`src/hw/rtl/segment_mean_variance_normalizer_macros.svh`:
```
// Assertion macros for the segment normalizer.
`ifndef SEGMENT_MEAN_VARIANCE_NORMALIZER_MACROS_SVH
`define SEGMENT_MEAN_VARIANCE_NORMALIZER_MACROS_SVH
`ifndef SYNTHESIS
`define SMVN_ASSERT_IMPL(label, clk, rst_n, ante, cons) \
    label: assert property (@(posedge clk) disable iff (!rst_n) (ante) |-> (cons)) \
        else $error("assertion failed");
`define SMVN_ASSERT_NEXT(label, clk, rst_n, ante, cons) \
    label: assert property (@(posedge clk) disable iff (!rst_n) (ante) |=> (cons)) \
        else $error("assertion failed");
`else
`define SMVN_ASSERT_IMPL(label, clk, rst_n, ante, cons)
`define SMVN_ASSERT_NEXT(label, clk, rst_n, ante, cons)
`endif
`endif

```
`src/hw/rtl/smvn_pkg.sv`:
```
// ----------------------------------------------------------------------------
// smvn_pkg
// Shared types and constants of the segment normalizer.
// ----------------------------------------------------------------------------
package smvn_pkg;
    localparam int MaxSegmentDefault = 64;
    localparam int StoreDepth        = 64;
    localparam logic [15:0] EpsilonReset = 16'd1;

    // Commands from the controller to the datapath.
    typedef struct packed {
        logic clear;       // reset the sum accumulator after a segment
        logic load;        // store accepted sample
        logic mean_start;  // start mean division
        logic var_acc;     // accumulate one squared deviation
        logic var_start;   // start variance division
        logic sqrt_start;  // start root
        logic norm_start;  // start one normalize division
        logic rd_en;       // read store at rd_addr
        logic [5:0] rd_addr;
    } smvn_cmd_t;

    // Status back to the controller.
    typedef struct packed {
        logic div_busy;
        logic sqrt_busy;
    } smvn_stat_t;
endpackage

```
`src/hw/rtl/smvn_if.sv`:
```
// ----------------------------------------------------------------------------
// smvn_in_if / smvn_out_if / smvn_cfg_if
// Valid/ready channels of the segment normalizer.
// ----------------------------------------------------------------------------
interface smvn_in_if;
    logic valid;
    logic ready;
    logic signed [15:0] sample;
    logic last_in_segment;
    modport source (output valid, sample, last_in_segment, input ready);
    modport sink (input valid, sample, last_in_segment, output ready);
endinterface

interface smvn_out_if;
    logic valid;
    logic ready;
    logic signed [15:0] normalized;
    logic [15:0] sigma;
    logic last_result;
    modport source (output valid, normalized, sigma, last_result, input ready);
    modport sink (input valid, normalized, sigma, last_result, output ready);
endinterface

interface smvn_cfg_if;
    logic valid;
    logic ready;
    logic [15:0] data;
    modport source (output valid, data, input ready);
    modport sink (input valid, data, output ready);
endinterface

```
`src/hw/rtl/smvn_divider.sv`:
```
// ----------------------------------------------------------------------------
// smvn_divider
// Restoring divider, one quotient bit per cycle, 40-bit magnitudes.
// ----------------------------------------------------------------------------
module smvn_divider (
    input  logic        clk,
    input  logic        rst_n,
    input  logic        start,
    input  logic [39:0] num,
    input  logic [39:0] den,
    output logic        busy,
    output logic [39:0] quo
);
    logic [39:0] rem_reg, rem_next;
    logic [39:0] q_reg, q_next;
    logic [39:0] den_reg, den_next;
    logic [5:0]  cnt_reg, cnt_next;
    logic        busy_reg, busy_next;
    logic [40:0] trial;

    // One shift-subtract step per cycle.
    always_comb
    begin
        rem_next  = rem_reg;
        q_next    = q_reg;
        den_next  = den_reg;
        cnt_next  = cnt_reg;
        busy_next = busy_reg;
        trial     = {rem_reg, q_reg[39]} - {1'b0, den_reg};
        if (start)
        begin
            rem_next  = '0;
            q_next    = num;
            den_next  = den;
            cnt_next  = 6'd40;
            busy_next = 1'b1;
        end
        else if (busy_reg)
        begin
            if (!trial[40])
            begin
                rem_next = trial[39:0];
                q_next   = {q_reg[38:0], 1'b1};
            end
            else
            begin
                rem_next = {rem_reg[38:0], q_reg[39]};
                q_next   = {q_reg[38:0], 1'b0};
            end
            cnt_next = cnt_reg - 6'd1;
            if (cnt_reg == 6'd1)
            begin
                busy_next = 1'b0;
            end
        end
    end

    always_ff @(posedge clk or negedge rst_n)
    begin
        if (!rst_n)
        begin
            busy_reg <= 1'b0;
            cnt_reg  <= '0;
        end
        else
        begin
            busy_reg <= busy_next;
            cnt_reg  <= cnt_next;
        end
    end

    always_ff @(posedge clk)
    begin
        rem_reg <= rem_next;
        q_reg   <= q_next;
        den_reg <= den_next;
    end

    assign busy = busy_reg;
    assign quo  = q_reg;
endmodule

```
`src/hw/rtl/smvn_sqrt.sv`:
```
// ----------------------------------------------------------------------------
// smvn_sqrt
// Digit-by-digit square root of a 40-bit value, rounded to nearest.
// ----------------------------------------------------------------------------
module smvn_sqrt (
    input  logic        clk,
    input  logic        rst_n,
    input  logic        start,
    input  logic [39:0] value,
    output logic        busy,
    output logic [15:0] root
);
    logic [39:0] v_reg, v_next;
    logic [39:0] r_reg, r_next;
    logic [39:0] bit_reg, bit_next;
    logic        busy_reg, busy_next;
    logic [20:0] rounded;

    // One result bit per cycle; bit walks down by four.
    always_comb
    begin
        v_next    = v_reg;
        r_next    = r_reg;
        bit_next  = bit_reg;
        busy_next = busy_reg;
        if (start)
        begin
            v_next    = value;
            r_next    = '0;
            bit_next  = 40'h40_0000_0000;
            busy_next = 1'b1;
        end
        else if (busy_reg)
        begin
            if (v_reg >= r_reg + bit_reg)
            begin
                v_next = v_reg - (r_reg + bit_reg);
                r_next = (r_reg >> 1) + bit_reg;
            end
            else
            begin
                r_next = r_reg >> 1;
            end
            bit_next = bit_reg >> 2;
            if (bit_reg[0])
            begin
                busy_next = 1'b0;
            end
        end
    end

    always_ff @(posedge clk or negedge rst_n)
    begin
        if (!rst_n)
        begin
            busy_reg <= 1'b0;
        end
        else
        begin
            busy_reg <= busy_next;
        end
    end

    always_ff @(posedge clk)
    begin
        v_reg   <= v_next;
        r_reg   <= r_next;
        bit_reg <= bit_next;
    end

    // Round to nearest and saturate.
    assign rounded = r_reg[20:0] + ((v_reg > r_reg) ? 21'd1 : 21'd0);
    assign busy    = busy_reg;
    assign root    = (rounded > 21'd65535) ? 16'hFFFF : rounded[15:0];
endmodule

```
`src/hw/rtl/smvn_datapath.sv`:
```
// ----------------------------------------------------------------------------
// smvn_datapath
// Sample store, accumulators, shared divider and root unit.
// ----------------------------------------------------------------------------
module smvn_datapath (
    input  logic                clk,
    input  logic                rst_n,
    input  smvn_pkg::smvn_cmd_t cmd,
    input  logic [6:0]          count,
    input  logic signed [15:0]  sample,
    input  logic [5:0]          wr_addr,
    input  logic [15:0]         epsilon,
    output smvn_pkg::smvn_stat_t stat,
    output logic signed [15:0]  normalized,
    output logic [15:0]         sigma
);
    import smvn_pkg::*;

    logic [15:0]        store [StoreDepth];
    logic signed [15:0] rd_reg;
    logic signed [21:0] sum_reg, sum_next;
    logic [37:0]        sq_reg, sq_next;
    logic signed [15:0] mean_reg, mean_next;
    logic [15:0]        sigma_reg, sigma_next;
    logic               neg_reg, neg_next;
    logic               last_div_reg;
    logic               last_sq_reg;
    logic signed [17:0] dev;
    logic [17:0]        dev_mag;
    logic [35:0]        dev_sq;
    logic [39:0]        div_num, div_den, quo;
    logic               div_busy, sqrt_busy;
    logic [15:0]        root;
    logic [39:0]        sqrt_in;
    logic [21:0]        sum_mag;
    logic               any_start;
    logic [1:0]         sel_reg, sel_next;

    localparam logic [1:0] SelMean = 2'd0, SelVar = 2'd1, SelNorm = 2'd2;

    // Sample store with a registered read port.
    always_ff @(posedge clk)
    begin
        if (cmd.load)
        begin
            store[wr_addr] <= sample;
        end
        if (cmd.rd_en)
        begin
            rd_reg <= store[cmd.rd_addr];
        end
    end

    assign dev     = 18'(rd_reg) - 18'(mean_reg);
    assign dev_mag = dev[17] ? 18'(-dev) : dev;
    assign sum_mag = sum_reg[21] ? 22'(-sum_reg) : sum_reg;
    assign any_start = cmd.mean_start | cmd.var_start | cmd.norm_start;

    // Divider operand select.
    always_comb
    begin
        div_num  = '0;
        div_den  = 40'(count);
        neg_next = neg_reg;
        sel_next = sel_reg;
        if (cmd.mean_start)
        begin
            div_num  = 40'(sum_mag) + 40'(count[6:1]);
            neg_next = sum_reg[21];
            sel_next = SelMean;
        end
        else if (cmd.var_start)
        begin
            div_num  = 40'(sq_reg) + 40'(count[6:1]);
            sel_next = SelVar;
        end
        else if (cmd.norm_start)
        begin
            div_num  = {10'd0, dev_mag, 12'd0} + 40'(sigma_reg[15:1]);
            div_den  = 40'(sigma_reg);
            neg_next = dev[17];
            sel_next = SelNorm;
        end
    end

    smvn_divider u_div (
        .clk(clk), .rst_n(rst_n), .start(any_start),
        .num(div_num), .den(div_den), .busy(div_busy), .quo(quo)
    );

    assign sqrt_in = quo + 40'(epsilon);

    smvn_sqrt u_sqrt (
        .clk(clk), .rst_n(rst_n), .start(cmd.sqrt_start),
        .value(sqrt_in), .busy(sqrt_busy), .root(root)
    );

    // Accumulator updates.
    always_comb
    begin
        sum_next   = sum_reg;
        sq_next    = sq_reg;
        mean_next  = mean_reg;
        sigma_next = sigma_reg;
        dev_sq     = dev_mag * dev_mag;
        if (cmd.load)
        begin
            sum_next = sum_reg + 22'(sample);
        end
        if (cmd.var_acc)
        begin
            sq_next = sq_reg + 38'(dev_sq);
        end
        if (cmd.mean_start)
        begin
            sq_next = '0;
        end
        if (last_div_reg && !div_busy && sel_reg == SelMean)
        begin
            mean_next = neg_reg ? 16'(-quo[15:0]) : quo[15:0];
        end
        if (cmd.sqrt_start)
        begin
            sigma_next = 16'd0;
        end
        if (!sqrt_busy && cmd.norm_start == 1'b0 && cmd.clear == 1'b0)
        begin
            sigma_next = sigma_next;
        end
        if (cmd.clear)
        begin
            sum_next = '0;
        end
    end

    always_ff @(posedge clk or negedge rst_n)
    begin
        if (!rst_n)
        begin
            sum_reg      <= '0;
            sq_reg       <= '0;
            mean_reg     <= '0;
            sigma_reg    <= '0;
            neg_reg      <= 1'b0;
            sel_reg      <= SelMean;
            last_div_reg <= 1'b0;
        end
        else
        begin
            sum_reg      <= sum_next;
            sq_reg       <= sq_next;
            mean_reg     <= mean_next;
            sigma_reg    <= (last_sq_reg && !sqrt_busy) ? root : sigma_next;
            neg_reg      <= neg_next;
            sel_reg      <= sel_next;
            last_div_reg <= div_busy;
        end
    end

    // Track falling edge of the root unit for the sigma capture.
    always_ff @(posedge clk or negedge rst_n)
    begin
        if (!rst_n)
        begin
            last_sq_reg <= 1'b0;
        end
        else
        begin
            last_sq_reg <= sqrt_busy;
        end
    end

    // Normalized result with saturation and the zero-sigma case.
    always_comb
    begin
        if (sigma_reg == 16'd0)
        begin
            normalized = neg_reg ? -16'sd32768 :
                         ((dev != 18'sd0) ? 16'sd32767 : 16'sd0);
        end
        else if (neg_reg)
        begin
            normalized = (quo > 40'd32768) ? -16'sd32768 : 16'(-quo[15:0]);
        end
        else
        begin
            normalized = (quo > 40'd32767) ? 16'sd32767 : quo[15:0];
        end
    end

    assign sigma          = sigma_reg;
    assign stat.div_busy  = div_busy;
    assign stat.sqrt_busy = sqrt_busy;
endmodule

```
`src/hw/rtl/smvn_ctrl.sv`:
```
// ----------------------------------------------------------------------------
// smvn_ctrl
// Sequencer: load, mean, variance pass, root, normalize-and-emit pass.
// ----------------------------------------------------------------------------
module smvn_ctrl #(
    parameter int MAX_SEGMENT = smvn_pkg::MaxSegmentDefault
) (
    input  logic                 clk,
    input  logic                 rst_n,
    input  logic                 in_valid,
    input  logic                 in_last,
    output logic                 in_ready,
    output logic                 out_valid,
    input  logic                 out_ready,
    output logic                 out_last,
    input  smvn_pkg::smvn_stat_t stat,
    output smvn_pkg::smvn_cmd_t  cmd,
    output logic [6:0]           count,
    output logic [5:0]           wr_addr
);
    import smvn_pkg::*;

    typedef enum logic [9:0] {
        S_LOAD   = 10'b00_0000_0001,
        S_MEAN   = 10'b00_0000_0010,
        S_VRD    = 10'b00_0000_0100,
        S_VACC   = 10'b00_0000_1000,
        S_VDIV   = 10'b00_0001_0000,
        S_SQRT   = 10'b00_0010_0000,
        S_NRD    = 10'b00_0100_0000,
        S_NDIV   = 10'b00_1000_0000,
        S_EMIT   = 10'b01_0000_0000,
        S_WAIT   = 10'b10_0000_0000
    } state_t;

    state_t     state_reg, state_next;
    logic [6:0] cnt_reg, cnt_next;
    logic [6:0] idx_reg, idx_next;
    logic       go_reg, go_next;
    logic       accept;

    assign accept = in_valid && in_ready;

    always_comb
    begin
        state_next = state_reg;
        cnt_next   = cnt_reg;
        idx_next   = idx_reg;
        go_next    = 1'b0;
        cmd        = '0;
        cmd.rd_addr = idx_reg[5:0];
        case (state_reg)
            S_LOAD:
            begin
                if (accept)
                begin
                    cmd.load = 1'b1;
                    cnt_next = cnt_reg + 7'd1;
                    if (in_last || cnt_reg == 7'(MAX_SEGMENT - 1))
                    begin
                        state_next = S_MEAN;
                        go_next    = 1'b1;
                    end
                end
            end
            S_MEAN:
            begin
                // Strobe the start for one cycle, then wait for the quotient.
                if (go_reg)
                begin
                    cmd.mean_start = 1'b1;
                end
                else if (!stat.div_busy)
                begin
                    idx_next   = '0;
                    state_next = S_VRD;
                end
            end
            S_VRD:
            begin
                cmd.rd_en  = 1'b1;
                state_next = S_VACC;
            end
            S_VACC:
            begin
                cmd.var_acc = 1'b1;
                idx_next    = idx_reg + 7'd1;
                if (idx_reg + 7'd1 == cnt_reg)
                begin
                    state_next = S_VDIV;
                    go_next    = 1'b1;
                end
                else
                begin
                    state_next = S_VRD;
                end
            end
            S_VDIV:
            begin
                if (go_reg)
                begin
                    cmd.var_start = 1'b1;
                end
                else if (!stat.div_busy)
                begin
                    cmd.sqrt_start = 1'b1;
                    state_next     = S_SQRT;
                    go_next        = 1'b1;
                end
            end
            S_SQRT:
            begin
                if (!go_reg && !stat.sqrt_busy)
                begin
                    idx_next   = '0;
                    state_next = S_WAIT;
                end
            end
            S_WAIT:
            begin
                state_next = S_NRD;
            end
            S_NRD:
            begin
                cmd.rd_en  = 1'b1;
                state_next = S_NDIV;
                go_next    = 1'b1;
            end
            S_NDIV:
            begin
                if (go_reg)
                begin
                    cmd.norm_start = 1'b1;
                end
                else if (!stat.div_busy)
                begin
                    state_next = S_EMIT;
                end
            end
            S_EMIT:
            begin
                if (out_ready)
                begin
                    idx_next = idx_reg + 7'd1;
                    if (idx_reg + 7'd1 == cnt_reg)
                    begin
                        cmd.clear  = 1'b1;
                        cnt_next   = '0;
                        state_next = S_LOAD;
                    end
                    else
                    begin
                        state_next = S_NRD;
                    end
                end
            end
            default:
            begin
                state_next = S_LOAD;
            end
        endcase
    end

    always_ff @(posedge clk or negedge rst_n)
    begin
        if (!rst_n)
        begin
            state_reg <= S_LOAD;
            cnt_reg   <= '0;
            idx_reg   <= '0;
            go_reg    <= 1'b0;
        end
        else
        begin
            state_reg <= state_next;
            cnt_reg   <= cnt_next;
            idx_reg   <= idx_next;
            go_reg    <= go_next;
        end
    end

    assign in_ready  = (state_reg == S_LOAD);
    assign out_valid = (state_reg == S_EMIT);
    assign out_last  = (idx_reg + 7'd1 == cnt_reg);
    assign count     = cnt_reg;
    assign wr_addr   = cnt_reg[5:0];
endmodule

```
`src/hw/rtl/segment_mean_variance_normalizer.sv`:
```
// ----------------------------------------------------------------------------
// segment_mean_variance_normalizer
// Layer normalization without affine terms over segments of Q8.8 samples.
// ----------------------------------------------------------------------------
// Channel   Direction  Payload
// in_ch     sink       sample, last_in_segment
// out_ch    source     normalized, sigma, last_result
// cfg_ch    sink       data (epsilon)
//
// Loading accepts one sample per cycle. After the last sample come the mean
// division, a variance pass over the store, the variance division, the root
// and one idle state, then per result a read, a normalize division and the
// emit; one 40-step divider is shared. Reset is asynchronous and needs no
// clearing pass. A stalled result holds until taken; input waits meanwhile.
`include "segment_mean_variance_normalizer_macros.svh"
module segment_mean_variance_normalizer #(
    parameter int MAX_SEGMENT = smvn_pkg::MaxSegmentDefault
) (
    input logic       clk,
    input logic       rst_n,
    smvn_in_if.sink   in_ch,
    smvn_out_if.source out_ch,
    smvn_cfg_if.sink  cfg_ch
);
    import smvn_pkg::*;

    logic [15:0] epsilon_reg;
    smvn_cmd_t   cmd;
    smvn_stat_t  stat;
    logic [6:0]  count;
    logic [5:0]  wr_addr;

    // Epsilon register.
    always_ff @(posedge clk or negedge rst_n)
    begin
        if (!rst_n)
        begin
            epsilon_reg <= EpsilonReset;
        end
        else if (cfg_ch.valid)
        begin
            epsilon_reg <= cfg_ch.data;
        end
    end
    assign cfg_ch.ready = 1'b1;

    smvn_ctrl #(.MAX_SEGMENT(MAX_SEGMENT)) u_ctrl (
        .clk(clk), .rst_n(rst_n),
        .in_valid(in_ch.valid), .in_last(in_ch.last_in_segment),
        .in_ready(in_ch.ready),
        .out_valid(out_ch.valid), .out_ready(out_ch.ready),
        .out_last(out_ch.last_result),
        .stat(stat), .cmd(cmd), .count(count), .wr_addr(wr_addr)
    );

    smvn_datapath u_dp (
        .clk(clk), .rst_n(rst_n), .cmd(cmd), .count(count),
        .sample(in_ch.sample), .wr_addr(wr_addr), .epsilon(epsilon_reg),
        .stat(stat), .normalized(out_ch.normalized), .sigma(out_ch.sigma)
    );

    // Never accept input while a result is on offer.
    `SMVN_ASSERT_IMPL(a_no_overlap, clk, rst_n, out_ch.valid, !in_ch.ready)
    // A stalled result holds its value.
    `SMVN_ASSERT_NEXT(a_hold, clk, rst_n, out_ch.valid && !out_ch.ready,
        out_ch.valid && $stable(out_ch.normalized))
    // The root never runs while the divider does.
    `SMVN_ASSERT_IMPL(a_units, clk, rst_n, stat.sqrt_busy, !stat.div_busy)
endmodule
```
`src/flat_wrapper.sv`:
```
// flat-port wrapper written by rule: the top's interface ports become plain ports
module segment_mean_variance_normalizer_flat import smvn_pkg::*;
#(
    parameter int MAX_SEGMENT = smvn_pkg::MaxSegmentDefault
)
  (clk, rst_n, in_ch_valid, in_ch_sample, in_ch_last_in_segment, in_ch_ready, out_ch_valid, out_ch_normalized, out_ch_sigma, out_ch_last_result, out_ch_ready, cfg_ch_valid, cfg_ch_data, cfg_ch_ready);
  smvn_in_if in_ch_i ();
  smvn_out_if out_ch_i ();
  smvn_cfg_if cfg_ch_i ();
  input logic clk;
  input logic rst_n;
  input wire logic [$bits(in_ch_i.valid)-1:0] in_ch_valid;
  input wire logic [$bits(in_ch_i.sample)-1:0] in_ch_sample;
  input wire logic [$bits(in_ch_i.last_in_segment)-1:0] in_ch_last_in_segment;
  output wire logic [$bits(in_ch_i.ready)-1:0] in_ch_ready;
  output wire logic [$bits(out_ch_i.valid)-1:0] out_ch_valid;
  output wire logic [$bits(out_ch_i.normalized)-1:0] out_ch_normalized;
  output wire logic [$bits(out_ch_i.sigma)-1:0] out_ch_sigma;
  output wire logic [$bits(out_ch_i.last_result)-1:0] out_ch_last_result;
  input wire logic [$bits(out_ch_i.ready)-1:0] out_ch_ready;
  input wire logic [$bits(cfg_ch_i.valid)-1:0] cfg_ch_valid;
  input wire logic [$bits(cfg_ch_i.data)-1:0] cfg_ch_data;
  output wire logic [$bits(cfg_ch_i.ready)-1:0] cfg_ch_ready;
  assign in_ch_i.valid = in_ch_valid;
  assign in_ch_i.sample = in_ch_sample;
  assign in_ch_i.last_in_segment = in_ch_last_in_segment;
  assign in_ch_ready = in_ch_i.ready;
  assign out_ch_valid = out_ch_i.valid;
  assign out_ch_normalized = out_ch_i.normalized;
  assign out_ch_sigma = out_ch_i.sigma;
  assign out_ch_last_result = out_ch_i.last_result;
  assign out_ch_i.ready = out_ch_ready;
  assign cfg_ch_i.valid = cfg_ch_valid;
  assign cfg_ch_i.data = cfg_ch_data;
  assign cfg_ch_ready = cfg_ch_i.ready;
  segment_mean_variance_normalizer #(.MAX_SEGMENT(MAX_SEGMENT)) u_core (.clk(clk), .rst_n(rst_n), .in_ch(in_ch_i), .out_ch(out_ch_i), .cfg_ch(cfg_ch_i));
endmodule
```
`config.mk`:
```
export PLATFORM = sky130hd
export DESIGN_NAME = segment_mean_variance_normalizer_flat
export DESIGN_NICKNAME = d
export VERILOG_FILES = /design/src/hw/rtl/smvn_pkg.sv /design/src/hw/rtl/smvn_if.sv /design/src/hw/rtl/smvn_divider.sv /design/src/hw/rtl/smvn_sqrt.sv /design/src/hw/rtl/smvn_datapath.sv /design/src/hw/rtl/smvn_ctrl.sv /design/src/hw/rtl/segment_mean_variance_normalizer.sv /design/src/flat_wrapper.sv
export VERILOG_INCLUDE_DIRS = /design/src /design/src/hw/rtl
export SDC_FILE = /design/constraint.sdc
export NUM_CORES = 2
export LEC_CHECK = 0
export ABC_AREA = 1
export BUFFER_PORTS_ARGS = -buffer_cell sky130_fd_sc_hd__buf_2
export CAP_MARGIN = 20
export CORE_MARGIN = 2
export CORE_UTILIZATION = 45
export DETAILED_ROUTE_END_ITERATION = 8
export PLACE_DENSITY_LB_ADDON = 0.25
export SKIP_LAST_GASP = 1
export SLEW_MARGIN = 20
export SYNTH_ARGS = -nofsm -noshare
export SYNTH_HDL_FRONTEND = slang
export SYNTH_SLANG_ARGS = --single-unit
```
`constraint.sdc`:
```
create_clock -name clk -period 7.6 [get_ports clk]
set_clock_uncertainty 0.2 [all_clocks]
set_input_delay 1.14 -clock clk [delete_from_list [all_inputs] [get_ports clk]]
set_output_delay 1.14 -clock clk [all_outputs]
set_load 0.05 [all_outputs]
```
==> reports/results.ini <==
[synth]
ys_seq_area_frac=0.493
syn-cell-area_um2=80700
synth_cells=8725
synth_commonest_cells=nor2_1 (1327), edfxtp_1 (1136), nand2_1 (1129)
ys_types=77
synth-seq-cells=1382
synth_edf_count=1136
synth_async_sr_flop_share=0.106
synth_top_area_frac=0.423
ys_warn_count=0
synthTopCellsByArea=edfxtp_1 (42%), fa_1 (6.5%), o21ai_0 (6.4%), nor2_1 (6.2%), nand2_1 (5.3%)
synth_area_per_cell_um2=9.25
synth_top_area_cell=edfxtp_1
ys.flop_type=edfxtp_1
yosysMostFrequentCell=nor2_1

[outcome]
status=finished with violations
violations=setup timing

[floorplanning]
initial_core_util=0.453
coreArea_um2=178000
die_height_um=427
rows=155
dieArea_um2=183000
ios=74
die_w_um=427

[job]
maxCapViolations=0

[setup_path]
regToRegSetupSlack_ps=-380
r2r_start=u_core.u_dp.rd_reg[0]
end_kind=register
worstSetupStartpoint=u_core.u_dp.rd_reg[0]
crit_type=reg2reg
path_common_cell=inv_2
cp_max_fo=4
r2r-end=u_core.u_dp.sq_reg[26]
worstPathArrival_ps=8480
slowest_stage=fa_2
endpoint=u_core.u_dp.sq_reg[26]
crit_path_start_kind=register
r2r_cells=40
critPathMaxStageDelay_ps=590
worst_ep_required_time_ps=8100

[sta]
final.setup.tns_ps=-4730
final_hold_viol_count=0
clock.fmax_ghz=0.125
worst_slack_ps=-380
setup-violations-final=22
holdWs_ps=93.9
drv_slew=0
maxSlewHeadroom=0.184
worst_pin_slew_ps=1220
rsz0062_at_grt=yes
post-route-period-util=1.05
post-route-min-period_ps=7980

[route]
vias=65728
drt_iter0_drc=6418
wl_per_cell_um=22.6
dr.pass1.iters=9
viasPerCell=5.65
wl_um=263000
drc_errors=0
antenna_left=0

[placed_design]
dp_hpwl_um=186000
routabilityCongestion=0.957
port_buffers=72
placed_area_um2=86400

[cts]
clock_sinks=1382
cts.clk_slew.worst_paths_ps=70
holdBufCountCts=0
clk_path_buf_depth=3
clock_latency_ps=840
cts_made_buffers=149
clock-root-buffer=clkbuf_16
cts_tree=yes
htreeDepth=4

[final_layout]
synthToLayoutAreaGrowth_pct=15.6
regMostFlops=u_core.u_dp.store
utilization=0.523
final_area_um2=93300
register_area_um2=39800
final_nets=9773
largest_reg_flops=1024
fill_cells=16190
drive_above_1_share=0.129
multiInputGateArea_um2=37000

[global_route]
grt_pass1_wl_um=393000
grt_overflow=0
top_usage_layer=met2
grt_usage=0.284
met3_usage=0.0402
gr-usage-met2=0.470
grt_max_degree=157
grt_pass1_vias=63586
met1_usage=0.369
grt_antenna_before_repair=8

[hold_path]
hp-class=in2async

per-layer routing:
metal  part of all wire  vias up
met1               0.41    32073
met5                  0        -
met3              0.067      535
met4              0.050        0
li1                   -    30696
met2               0.48     2424
worst max-delay path, delay by kind of cell, from the launching register on:
family	cells	cell delay, ps
simple gates	13	1320
fa+ha+maj	9	4230
compound gates	8	1040
buf+inv	10	710
flops	1	360
logic make-up (layout without fill, tap and decap cells):
| family | after synthesis | in the layout | share of synthesized area |
|---|---|---|---|
| AO/OA/AOI/OAI | 2078 | 2078 | 0.145 |
| XOR/XNOR | 217 | 217 | 0.0236 |
| adder cells (fa/ha/maj) | 587 | 587 | 0.115 |
| buffers and inverters | 1458 | 1961 | 0.0691 |
| flip-flops | 1382 | 1382 | 0.493 |
| multiplexers | 15 | 15 | 0.00209 |
| other | 2 | 45 | 0.0000931 |
| AND/OR/NAND/NOR | 2986 | 2986 | 0.151 |
cell usage in the layout (no fill, tap or decap), types with 35 or more instances in the layout:
cell type	n
nand2_1	1081
nor3_1	81
conb_1	40
nor2_2	47
edfxtp_1	1136
inv_2	61
o21ai_0	998
o22ai_1	311
a31oi_1	44
o21ai_1	44
nor2_1	1261
dfxtp_1	100
buf_4	462
inv_1	1044
buf_2	71
o221ai_1	46
nand3_1	237
ha_1	305
o211ai_1	54
clkbuf_16	153
xnor2_1	54
fa_1	243
nor4_1	37
xor2_1	161
nand2_2	42
nand4_1	73
dfrtp_1	139
o21bai_1	35
a21oi_1	334
worst min-delay path by stage:
stage	from	endpoint	cells past startpoint
3_3_place_gp	u_core.u_dp.u_div.rem_reg[14]	u_core.u_dp.u_div.rem_reg[14]	2
4_1_cts	rst_n	u_core.epsilon_reg[4]	1
5_1_grt	rst_n	u_core.epsilon_reg[4]	1
3_5_place_dp	u_core.u_dp.u_div.rem_reg[14]	u_core.u_dp.u_div.rem_reg[14]	2
2_1_floorplan	u_core.u_dp.u_div.busy	u_core.u_dp.last_div_reg	0
6_report	rst_n	u_core.epsilon_reg[4]	1
cell type report:
| class | count | area share |
|---|---|---|
| multi-input combinational | 5923 | 0.396 |
| tap | 2355 | 0.0316 |
| clock buffer | 191 | 0.0431 |
| timing repair buffer | 576 | 0.0473 |
| antenna | 5 | 0.000134 |
| inverter | 1116 | 0.0452 |
| sequential | 1382 | 0.426 |
| clock inverter | 78 | 0.00978 |
per-stage QoR:
| stage | std cells | setup slack [ps] |
|---|---|---|
| after floorplan | 8763 | -50.1 |
| after global placement | 11299 | -636 |
| after detailed placement | 11299 | -720 |
| after CTS | 11595 | -328 |
| after global routing | 11622 | -675 |
| final | 11626 | -380 |
timing repair:
item	4_1_cts	5_1_grt
gates resized for setup	262	157
pin swaps	126	116
setup buffers	27	28
gates cloned	1	0
setup endpoints to repair	25	28
endpoints found under the hold margin	0	0
Power is not shown: default switching activity piles up to over one toggle a cycle in this logic, so the estimate is an artifact.
